$ cat src/u8d_pkg.sv
// Shared types and constants for the UTF-8 code point decoder.
// Depends on nothing.
package u8d_pkg;

	localparam logic [15:0] Replacement = 16'hFFFD;
	localparam int QueueDepth = 2;
	localparam int QueuePtrW = $clog2(QueueDepth);

	typedef struct packed {
		logic [7:0] text_byte;
		logic       end_of_text;
	} in_word_t;

	typedef struct packed {
		logic [15:0] code_point;
		logic [1:0]  bytes_used;
		logic        is_replacement;
		logic        last_of_run;
		logic        text_done;
	} out_word_t;

	typedef struct packed {
		logic [15:0] cp;
		logic [1:0]  used;
		logic        rep;
	} res_t;

	// results of one input byte, packed from slot 0
	typedef struct packed {
		res_t [2:0] res;
		logic [1:0] count;
		logic       eot;
	} step_t;

	typedef struct packed {
		logic        stall;
		logic [15:0] cp;
		logic [1:0]  used;
		logic        rep;
	} dec_t;

endpackage

$ cat src/u8d_front.sv
// Front end: holds pending bytes and decodes each new byte into a step word.
// Depends on u8d_pkg.
module u8d_front (
	input  logic              clk,
	input  logic              arst_n,
	input  u8d_pkg::in_word_t text,
	input  logic              push,
	input  logic              q_full,
	output logic              full,
	output logic              q_push,
	output u8d_pkg::step_t    q_data
);

	logic [7:0] pend_q [2];
	logic [1:0] cnt_q;
	logic       accept;
	logic [7:0] rem0, rem1;
	logic [1:0] rem_avail;

	function automatic logic is_cont(input logic [7:0] b);
		return (b & 8'hC0) == 8'h80;
	endfunction

	function automatic u8d_pkg::dec_t decode(input logic [7:0] b0, input logic [7:0] b1,
			input logic [7:0] b2, input logic [1:0] avail, input logic eot);
		u8d_pkg::dec_t d;
		d = '0;
		d.used = 2'd1;
		d.cp = {8'h00, b0};
		priority if (b0 < 8'h80) begin
			d.cp = {8'h00, b0};
		end else if ((b0 & 8'hE0) == 8'hC0) begin
			if (avail < 2'd2) begin
				if (eot) d.rep = 1'b1; else d.stall = 1'b1;
			end else if (is_cont(b1)) begin
				d.cp = {5'b0, b0[4:0], b1[5:0]};
				d.used = 2'd2;
			end else begin
				d.rep = 1'b1;
			end
		end else if ((b0 & 8'hF0) == 8'hE0) begin
			if (avail < 2'd2) begin
				if (eot) d.rep = 1'b1; else d.stall = 1'b1;
			end else if (!is_cont(b1)) begin
				d.rep = 1'b1;
			end else if (avail < 2'd3) begin
				if (eot) d.rep = 1'b1; else d.stall = 1'b1;
			end else if (is_cont(b2)) begin
				d.cp = {b0[3:0], b1[5:0], b2[5:0]};
				d.used = 2'd3;
			end else begin
				d.rep = 1'b1;
			end
		end else begin
			d.rep = 1'b1;
		end
		if (d.rep) begin
			d.cp = u8d_pkg::Replacement;
			d.used = 2'd1;
		end
		return d;
	endfunction

	assign full = q_full;
	assign accept = push && !q_full;

	always_comb begin
		logic [7:0]    w0, w1, w2;
		logic [1:0]    avail;
		logic          stop;
		u8d_pkg::dec_t d;
		q_data = '0;
		q_data.eot = text.end_of_text;
		stop = 1'b0;
		d = '0;
		unique case (cnt_q)
			2'd0: begin w0 = text.text_byte; w1 = 8'h00; w2 = 8'h00; end
			2'd1: begin w0 = pend_q[0]; w1 = text.text_byte; w2 = 8'h00; end
			default: begin w0 = pend_q[0]; w1 = pend_q[1]; w2 = text.text_byte; end
		endcase
		avail = (cnt_q > 2'd2) ? 2'd3 : cnt_q + 2'd1;
		for (int k = 0; k < 3; k++) begin
			if (!stop && avail != 2'd0) begin
				d = decode(w0, w1, w2, avail, text.end_of_text);
				if (d.stall) begin
					stop = 1'b1;
				end else begin
					q_data.res[k] = '{cp: d.cp, used: d.used, rep: d.rep};
					q_data.count = q_data.count + 2'd1;
					avail = avail - d.used;
					unique case (d.used)
						2'd1: begin w0 = w1; w1 = w2; w2 = 8'h00; end
						2'd2: begin w0 = w2; w1 = 8'h00; w2 = 8'h00; end
						default: begin w0 = 8'h00; w1 = 8'h00; w2 = 8'h00; end
					endcase
				end
			end
		end
		rem0 = w0;
		rem1 = w1;
		rem_avail = avail;
	end

	assign q_push = accept && (q_data.count != 2'd0);

	always_ff @(posedge clk or negedge arst_n) begin
		if (!arst_n) begin
			cnt_q <= 2'd0;
		end else if (accept) begin
			cnt_q <= rem_avail;
		end
	end

	always_ff @(posedge clk) begin
		if (accept) begin
			pend_q[0] <= rem0;
			pend_q[1] <= rem1;
		end
	end

endmodule

$ cat src/u8d_queue.sv
// Short queue of step words between the decoder front and the output side.
// Depends on u8d_pkg.
module u8d_queue (
	input  logic           clk,
	input  logic           arst_n,
	input  logic           push,
	input  u8d_pkg::step_t wdata,
	output logic           full,
	input  logic           pop,
	output u8d_pkg::step_t head,
	output logic           empty
);

	u8d_pkg::step_t                   mem_q [u8d_pkg::QueueDepth];
	logic [u8d_pkg::QueuePtrW-1:0]    wr_q, rd_q;
	logic [u8d_pkg::QueuePtrW:0]      cnt_q;
	logic                             do_push, do_pop;

	assign full    = cnt_q == (u8d_pkg::QueuePtrW+1)'(u8d_pkg::QueueDepth);
	assign empty   = cnt_q == '0;
	assign do_push = push && !full;
	assign do_pop  = pop && !empty;
	assign head    = mem_q[rd_q];

	function automatic logic [u8d_pkg::QueuePtrW-1:0] next_ptr(
			input logic [u8d_pkg::QueuePtrW-1:0] p);
		return (p == u8d_pkg::QueuePtrW'(u8d_pkg::QueueDepth - 1)) ? '0 : p + 1'b1;
	endfunction

	always_ff @(posedge clk or negedge arst_n) begin
		if (!arst_n) begin
			wr_q  <= '0;
			rd_q  <= '0;
			cnt_q <= '0;
		end else begin
			if (do_push) wr_q <= next_ptr(wr_q);
			if (do_pop) rd_q <= next_ptr(rd_q);
			if (do_push && !do_pop) cnt_q <= cnt_q + 1'b1;
			else if (do_pop && !do_push) cnt_q <= cnt_q - 1'b1;
		end
	end

	always_ff @(posedge clk) begin
		if (do_push) begin
			mem_q[wr_q] <= wdata;
		end
	end

endmodule

$ cat src/u8d_back.sv
// Output side: walks the results of the head step word, one word per pop.
// Depends on u8d_pkg.
module u8d_back (
	input  logic               clk,
	input  logic               arst_n,
	input  u8d_pkg::step_t     head,
	input  logic               q_empty,
	output logic               q_pop,
	input  logic               pop,
	output u8d_pkg::out_word_t decoded
);

	logic [1:0]    idx_q;
	logic          last;
	u8d_pkg::res_t cur;

	assign cur   = head.res[idx_q];
	assign last  = idx_q == head.count - 2'd1;
	assign q_pop = pop && !q_empty && last;

	always_comb begin
		decoded.code_point     = cur.cp;
		decoded.bytes_used     = cur.used;
		decoded.is_replacement = cur.rep;
		decoded.last_of_run    = last;
		decoded.text_done      = last && head.eot;
	end

	always_ff @(posedge clk or negedge arst_n) begin
		if (!arst_n) begin
			idx_q <= 2'd0;
		end else if (pop && !q_empty) begin
			idx_q <= last ? 2'd0 : idx_q + 2'd1;
		end
	end

endmodule

$ cat src/utf8_codepoint_decoder_unit.sv
// UTF-8 decoder, one to three byte forms. Takes one byte a cycle while the
// step queue is not full; the results of a byte are registered in the queue
// before they reach the output. Results leave one word a cycle while pop is
// held; a step word leaves the two-entry queue with its last result, and
// the queue lets input continue meanwhile. Reset clears the pending byte
// count and the queue. Depends on u8d_pkg, u8d_front, u8d_queue, u8d_back.
module utf8_codepoint_decoder_unit (
	input  logic               clk,
	input  logic               arst_n,
	input  logic               push,
	output logic               full,
	input  u8d_pkg::in_word_t  text,
	input  logic               pop,
	output logic               empty,
	output u8d_pkg::out_word_t decoded
);

	logic           q_push, q_full, q_pop;
	u8d_pkg::step_t q_wdata, q_head;

	u8d_front u_front (
		.clk    (clk),
		.arst_n (arst_n),
		.text   (text),
		.push   (push),
		.q_full (q_full),
		.full   (full),
		.q_push (q_push),
		.q_data (q_wdata)
	);

	u8d_queue u_queue (
		.clk    (clk),
		.arst_n (arst_n),
		.push   (q_push),
		.wdata  (q_wdata),
		.full   (q_full),
		.pop    (q_pop),
		.head   (q_head),
		.empty  (empty)
	);

	u8d_back u_back (
		.clk     (clk),
		.arst_n  (arst_n),
		.head    (q_head),
		.q_empty (empty),
		.q_pop   (q_pop),
		.pop     (pop),
		.decoded (decoded)
	);

endmodule
$ cat config.mk
export PLATFORM = sky130hd
export DESIGN_NAME = utf8_codepoint_decoder_unit
export DESIGN_NICKNAME = d
export VERILOG_FILES = /design/src/u8d_pkg.sv /design/src/u8d_front.sv /design/src/u8d_queue.sv /design/src/u8d_back.sv /design/src/utf8_codepoint_decoder_unit.sv
export SDC_FILE = /design/constraint.sdc
export NUM_CORES = 1
export LEC_CHECK = 0
export ABC_AREA = 1
export BUFFER_PORTS_ARGS = -buffer_cell sky130_fd_sc_hd__buf_2
export CAP_MARGIN = 20
export CORE_AREA = 2 2 112 114
export DETAILED_ROUTE_END_ITERATION = 12
export DIE_AREA = 0 0 114 116
export PLACE_DENSITY = 0.93
export SKIP_CTS_REPAIR_TIMING = 1
export SYNTH_ARGS = -nofsm -noshare
export SYNTH_HDL_FRONTEND = slang
export SYNTH_SLANG_ARGS = --single-unit
$ cat constraint.sdc
create_clock -name clk -period 19.8 [get_ports clk]
set_input_delay 1.98 -clock clk [delete_from_list [all_inputs] [get_ports clk]]
set_output_delay 1.98 -clock clk [all_outputs]
set_load 0.005 [all_outputs]
== Word level (Yosys, flattened, before mapping) ==
Memories as Yosys holds them, arrays and structs flattened.
Index checks and enable logic that the tools add are counted.

* Register bits: 8
* Memory bits (writable): 136
* Input port bits: 13
* Output and inout bits: 23
* Word-level logic and storage cells: 210
* Memories kept: 2

* Add/sub/neg operators: 12
* Magnitude comparators: 11
* Eq/ne operators: 21
* Muxes and demuxes: 134
* Reductions and logical operators: 25

{| class="wikitable"
|+ Memory list
! memory !! depth !! bits a word !! read ports !! clocked after memory_dff !! write ports !! line !! text
|-
| u_queue.mem_q || 2 || 60 || 1 || 0 || 1 || u8d_queue.sv:14 || <nowiki>u8d_pkg::step_t mem_q [u8d_pkg::QueueDepth];</nowiki>
|-
| u_front.pend_q || 2 || 8 || 2 || 0 || 2 || u8d_front.sv:14 || <nowiki>logic [7:0] pend_q [2];</nowiki>
|}

{| class="wikitable"
|+ Operators with widths
! cell !! count
|-
| 18-bit two-way mux || 15
|-
| 19-bit two-way mux || 11
|-
| 8-bit two-way mux || 21
|-
| 13-bit two-way mux || 6
|-
| 8-bit one-hot mux with 2 select lines || 4
|-
| 20-bit two-way mux || 3
|-
| 1-bit two-way mux || 48
|-
| 16-bit two-way mux || 3
|-
| 21-bit two-way mux || 2
|-
| 19-bit binary-select mux with 2-bit select || 1
|-
| 2-bit two-way mux || 14
|-
| 8-bit < comparator (second input constant) || 3
|-
| 2-bit == test (second input constant) || 10
|-
| 3-bit two-way mux || 6
|-
| 4-bit == test (second input constant) || 3
|-
| 2-bit < comparator (second input constant) || 6
|-
| 1-bit logical AND || 11
|-
| 2-bit by 1-bit adder with 2-bit output (second input constant) || 5
|-
| 2-bit nonzero test || 5
|-
| 3-bit == test (second input constant) || 3
|-
| 2-bit by 1-bit == test with 1-bit output (second input constant) || 4
|-
| 1-bit zero test || 6
|-
| 2-bit subtractor || 3
|-
| 2-bit zero test || 2
|-
| other kinds (6) || 8
|}

== Logic depth before layout (Yosys ltp) ==
* Depth after elaboration: 49
* Gate-level depth with buffers: 38
* Gate-level depth less buffers: 37

== Hierarchy ==
From an unflattened synthesis, not the netlist that was laid out.

* Cell total of the unflattened synthesis: 949
* Area, all modules: 8,272.9 um^2

{| class="wikitable"
|+ Modules (own cells, without submodules)
! module !! times used !! cells each !! area each (um^2) !! seq. area each (um^2)
|-
| u8d_queue || 1 || 345 || 4,598.2 || 3,703.6
|-
| u8d_front || 1 || 483 || 2,974.1 || 530.5
|-
| u8d_back || 1 || 121 || 700.7 || 50.0
|}

== Worst setup path after synthesis ==
No wires, ideal clock.

* Path kind: in2reg
* Start: input port text[8] (netlist name)
* End: memory u_queue.mem_q[1][0] (netlist name), enable pin
* Setup time: 0.478 ns
* Data arrival time: 7.243 ns
* Required time: 19.322 ns
* Slack: 12.079 ns
* Cell stages on the path: 31
* Path through: nand2_1 nand2_2 nand2_4 nor2_8 inv_4 nor2_4 inv_1 ha_1 nand3_1 nand2_2 a21boi_2 nand3_2 buf_4 ha_1 inv_1 nand2_1 nand2_1 nand2_1 nand2_1 nand2_1 nand2_2 nand2_1 nand2_1 inv_2 o21ai_4 nand3_1 nand2_1 nand2_1 nand2_1 nand2_2 nor2_1

* Cells in the longest elaborated chain, start to end: 43

{| class="wikitable"
|+ RTL lines
! element !! line !! text
|-
| start: declaration || utf8_codepoint_decoder_unit.sv:12 || <nowiki>input u8d_pkg::in_word_t text,</nowiki>
|-
| 8-bit two-way mux || u8d_front.sv:76 || <nowiki>unique case (cnt_q)</nowiki>
|-
| 2-bit == test || u8d_front.sv:21 || <nowiki>return (b & 8'hC0) == 8'h80;</nowiki>
|-
| 1-bit two-way mux / 18-bit two-way mux (equally long branches) || u8d_front.sv:48 || <nowiki>end else if (is_cont(b2)) begin</nowiki>
|-
| 1-bit two-way mux / 18-bit two-way mux (equally long branches) || u8d_front.sv:46 || <nowiki>end else if (avail < 2'd3) begin</nowiki>
|-
| 1-bit two-way mux / 19-bit two-way mux (equally long branches) || u8d_front.sv:44 || <nowiki>end else if (!is_cont(b1)) begin</nowiki>
|-
| 1-bit two-way mux / 18-bit two-way mux (equally long branches) || u8d_front.sv:42 || <nowiki>if (avail < 2'd2) begin</nowiki>
|-
| 1-bit two-way mux / 19-bit two-way mux (equally long branches) || u8d_front.sv:41 || <nowiki>end else if ((b0 & 8'hF0) == 8'hE0) begin</nowiki>
|-
| 20-bit two-way mux || u8d_front.sv:32 || <nowiki>end else if ((b0 & 8'hE0) == 8'hC0) begin</nowiki>
|-
| [... 27 more ...] || n/a ||
|-
| 1-bit two-way mux || u8d_front.sv:83 || <nowiki>if (!stop && avail != 2'd0) begin</nowiki>
|-
| 2-bit two-way mux || u8d_front.sv:85 || <nowiki>if (d.stall) begin</nowiki>
|-
| 2-bit two-way mux (*) || u8d_front.sv:83 ||
|-
| 2-bit nonzero test (*) || u8d_front.sv:104 || <nowiki>assign q_push = accept && (q_data.count != 2'd0);</nowiki>
|-
| 1-bit logical AND (*) || u8d_front.sv:104 ||
|-
| 1-bit logical AND (*) || u8d_queue.sv:21 || <nowiki>assign do_push = push && !full;</nowiki>
|-
| 1-bit two-way mux (*) || u8d_queue.sv:44 || <nowiki>if (do_push) begin</nowiki>
|-
| 1-bit two-way mux (implied by the code) (*) || u8d_queue.sv:45 || <nowiki>mem_q[wr_q] <= wdata;</nowiki>
|-
| end: declaration || u8d_queue.sv:14 ||
|}

Every way passes the cells marked *; elsewhere a longest branch is shown, timed or not. The select of a mux whose other input is x is not followed.

== Final worst setup path ==
* Start: input port text[8] (netlist name)
* End: memory u_queue.mem_q[0][27] (netlist name), enable pin

The elaborated chain is that of the path after synthesis.

==> summary.md <==
The sequential-to-total area share from yosys stat is 0.557, and the post-layout minimum cycle time is 6.45 ns. Clock latency reported for the late side of the worst-skew pair: 0.43 ns. The largest total area in the synthesized netlist belongs to sky130_fd_sc_hd__edfxtp_1.

The met2 layer usage reported by global route came out at 0.529. The met1 usage came out at 0.415. The tools report the met3 track demand over resource in global routing as 0.0669.

The number of global-route vias before repair was 5,982. The register clock-pin slew on the reported worst setup and hold paths is 0.06 ns. For the count of warnings emitted by yosys, the log shows 0.

After synthesis, the mean cell area works out to 9.26 sq um. Detailed placement ended at an HPWL of 13.6 mm. The slowest stage of the critical path is the sky130_fd_sc_hd__buf_4 cell. Buffers placed on the I/O ports in this run total 35. The run gives 869 as the net count reported at finish.

TritonCTS built the clock tree. Static timing analysis puts the maximum clock frequency at 155 MHz. The arithmetic-cell share of the synthesized area counting full adders, half adders and majority gates was 0.00813. For this design, the sink count on the clock tree is 144.

The startpoint class of the critical path is an input pin. The first global-routing pass estimated 31.6 mm of wire. The count of unique library cells instantiated by Yosys was 50. The layer carrying the most global-route usage is met2. The number of top-level pins was 36; the largest stage delay on the critical path was 0.64 ns.

The routed length per placed instance is 20.3 um. Synthesis inferred 144 register bits. The run finished with clean final reports. For the worst setup path, the data arrival time is 6.50 ns. The run gives 0.646 as the starting density of the core. Counting along the longest clock path gives a buffer depth of 2. The remaining design rule violation count was 0.

Category of the most critical setup path: in -> reg. The antenna diode instance count came out at 0. The initial antenna violation count is 0.

Primary flip-flop cell chosen by synthesis mapping: sky130_fd_sc_hd__edfxtp_1. The total of endpoints with negative setup slack in the final report was 0. Worst min-delay path class: reg -> reg.

The region available for standard cell placement spans 0.0119 sq mm. The average via count per standard cell is 6.41. The basic-gate share of the synthesized area counting and, or, nand and nor cells came out at 0.203. The main combinational cell family by area after synthesis was simple AND/OR/NAND/NOR gates. STA classifies the critical path endpoint as a flip-flop. The synthesized netlist occupies a cell area of 0.00769 sq mm. Across the routed clock network, the largest skew measured is 0.00733 ns. The post-synthesis mux area share is 0.00130.

The data required time of the worst path came out at 19.85 ns. Compared with the post-synthesis result, the final layout area differs by 10.8%. The floorplan step set the die width to 114 um.

The run gives 0 as the sum of overflow across all layers after global routing. The pin count of the biggest net entering global routing is 62, and the vertical die dimension is 116 um. The cell count after synthesis came out at 831. The CTS buffer count was 17; the final hold violation count was 0.

Setup repair after global routing left no endpoint under its margin. Xor and xnor area share after synthesis: 0.00569. The remaining antenna violation count is 0, and the remaining max-slew budget at the tightest pin is 0.328.

The share of async-settable or async-resettable flops after synthesis was 0.0556; the area enclosed by the die boundary was 0.0132 sq mm. The floorplan has 40 rows. The ratio of cells with drive above 1 in the final layout was 0.157.

Library cell appearing most often on the critical path: sky130_fd_sc_hd__nand2_1. The logs give 0.715 for the final core area utilization and 4 for the H-tree depth. The total global-route track usage was 0.320; the final RePlAce weighted congestion was 0.997. The first TritonRoute pass finished after 6 iterations. For this block, the routed nets add up to 20.5 mm of wire. After synthesis, the cell types taking the most area are sky130_fd_sc_hd__edfxtp_1, sky130_fd_sc_hd__nand2_1, sky130_fd_sc_hd__o21ai_0, sky130_fd_sc_hd__nor2_1, sky130_fd_sc_hd__inv_1.

The post-route clock period utilization works out to 0.326. The area share of the largest cell type after synthesis was 0.531; the count of vias placed by the detailed router was 6,478. For the pin with the worst max-slew slack, the measured transition is 1.01 ns. Counting flops with a built-in enable in the synthesized netlist gives 136.

The max-capacitance violation count came out at 0. The tree is rooted in a sky130_fd_sc_hd__clkbuf_16. After the first detailed-routing iteration, the DRC count stood at 1,188. The run gives 0 as the max-slew violation count. For the final routed database, the setup TNS stands at 0 ns. The compound-cell area share of the yosys netlist was 0.153; the highest fanout seen on the critical path was 60.
-- path summary, 6_finish.rpt --
kind                                  startpoint                   end  slack (ns)  depth (start not counted)
worst max-delay path                     text[8]  u_queue.mem_q[0][27]       13.35                         32
worst min-delay path                u_queue.wr_q          u_queue.wr_q        0.49                          2
worst max register to register  u_front.cnt_q[1]  u_queue.mem_q[0][27]       13.53                         33
worst min register to register      u_queue.wr_q          u_queue.wr_q        0.49                          2
max in group asynchronous                 arst_n       u_back.idx_q[1]       18.22                          1
min in group asynchronous                 arst_n          u_queue.rd_q        1.39                          1
-- stage by stage --
step	cell area, sq um	hold WS, ns	setup WS (ns)	instances
global route	8520	0.514	13.07	1011
CTS	8510	0.488	13.53	1010
detailed placement	7920	0.472	13.21	978
global placement	7920	0.462	13.39	978
floorplan	7690	0.442	12.08	832
finish	8520	0.490	13.35	1011
-- cell usage in the layout, fill, tap and decap left out, types with 17 or more instances in the layout --
master                      instances
sky130_fd_sc_hd__o21ai_0           98
sky130_fd_sc_hd__inv_1             77
sky130_fd_sc_hd__nor2_1           128
sky130_fd_sc_hd__clkbuf_16         17
sky130_fd_sc_hd__nand3_1           20
sky130_fd_sc_hd__buf_2             35
sky130_fd_sc_hd__o32ai_1           22
sky130_fd_sc_hd__nand2_1          146
sky130_fd_sc_hd__a21oi_1           27
sky130_fd_sc_hd__edfxtp_1         136
sky130_fd_sc_hd__nand2_2           19
-- worst max-delay path: cells and delay by family --
kind | cells | cell delay, ns
AOI/OAI and AO/OA | 2 | 0.26
adders and majority gates | 2 | 0.58
buffers and inverters | 7 | 1.24
and+or+nand+nor | 21 | 2.40
-- cell families after synthesis --
family                     after synthesis
buffers and inverters                  136
xor gates and xnor gates                 5
muxes                                    1
AOI/OAI and AO/OA                      193
adders and majority gates                5
DFF                                    144
and+or+nand+nor                        345
other                                    2
-- state kept, by name (all words and copies together) (netlist names) --
| signal | count |
|---|---|
| u_queue.cnt_q | 2 |
| u_queue.rd_q | 1 |
| u_front.cnt_q | 2 |
| u_back.idx_q | 2 |
| u_queue.wr_q | 1 |
| u_queue.mem_q | 120 |
| u_front.pend_q | 16 |
-- per-layer routing --
metal | vias to the layer above | part of all wire
li1 | 2891 | -
met1 | 3008 | 0.37
met2 | 470 | 0.48
met3 | 109 | 0.095
met4 | 0 | 0.049
met5 | - | 0
-- synth_stat cells (2+ instances only) --
master	count
sky130_fd_sc_hd__nand2_1	146
sky130_fd_sc_hd__edfxtp_1	136
sky130_fd_sc_hd__nor2_1	129
sky130_fd_sc_hd__o21ai_0	98
sky130_fd_sc_hd__inv_1	78
sky130_fd_sc_hd__clkbuf_1	32
sky130_fd_sc_hd__a21oi_1	27
sky130_fd_sc_hd__o32ai_1	22
sky130_fd_sc_hd__nand3_1	20
sky130_fd_sc_hd__nand2_2	19
sky130_fd_sc_hd__o22ai_1	14
sky130_fd_sc_hd__inv_2	10
sky130_fd_sc_hd__dfrtp_1	8
sky130_fd_sc_hd__a31oi_1	6
sky130_fd_sc_hd__nand3_2	6
sky130_fd_sc_hd__ha_1	5
sky130_fd_sc_hd__nand2_4	5
sky130_fd_sc_hd__nand4_1	5
sky130_fd_sc_hd__nor2_2	5
sky130_fd_sc_hd__buf_4	4
sky130_fd_sc_hd__o21ai_1	4
sky130_fd_sc_hd__xor2_1	4
sky130_fd_sc_hd__a211oi_1	3
sky130_fd_sc_hd__a41oi_1	3
sky130_fd_sc_hd__buf_2	3
sky130_fd_sc_hd__clkinv_1	3
sky130_fd_sc_hd__nor2_4	3
sky130_fd_sc_hd__nor3_1	3
sky130_fd_sc_hd__o211ai_1	3
sky130_fd_sc_hd__o31ai_1	3
sky130_fd_sc_hd__buf_1	2
sky130_fd_sc_hd__buf_6	2
sky130_fd_sc_hd__conb_1	2
sky130_fd_sc_hd__o21ai_4	2
-- area by class of cell --
cell class,instances,area (sq um)
Sequential cell,144,4280
Clock buffer,18,439
Inverter,93,357
Multi-Input combinational cell,552,2870
Fill cell,785,3390
Timing Repair Buffer,43,235
Tap cell,147,184
Clock inverter,14,153
Power is not shown: default switching activity piles up to over one toggle a cycle in this logic, so the estimate is an artifact.
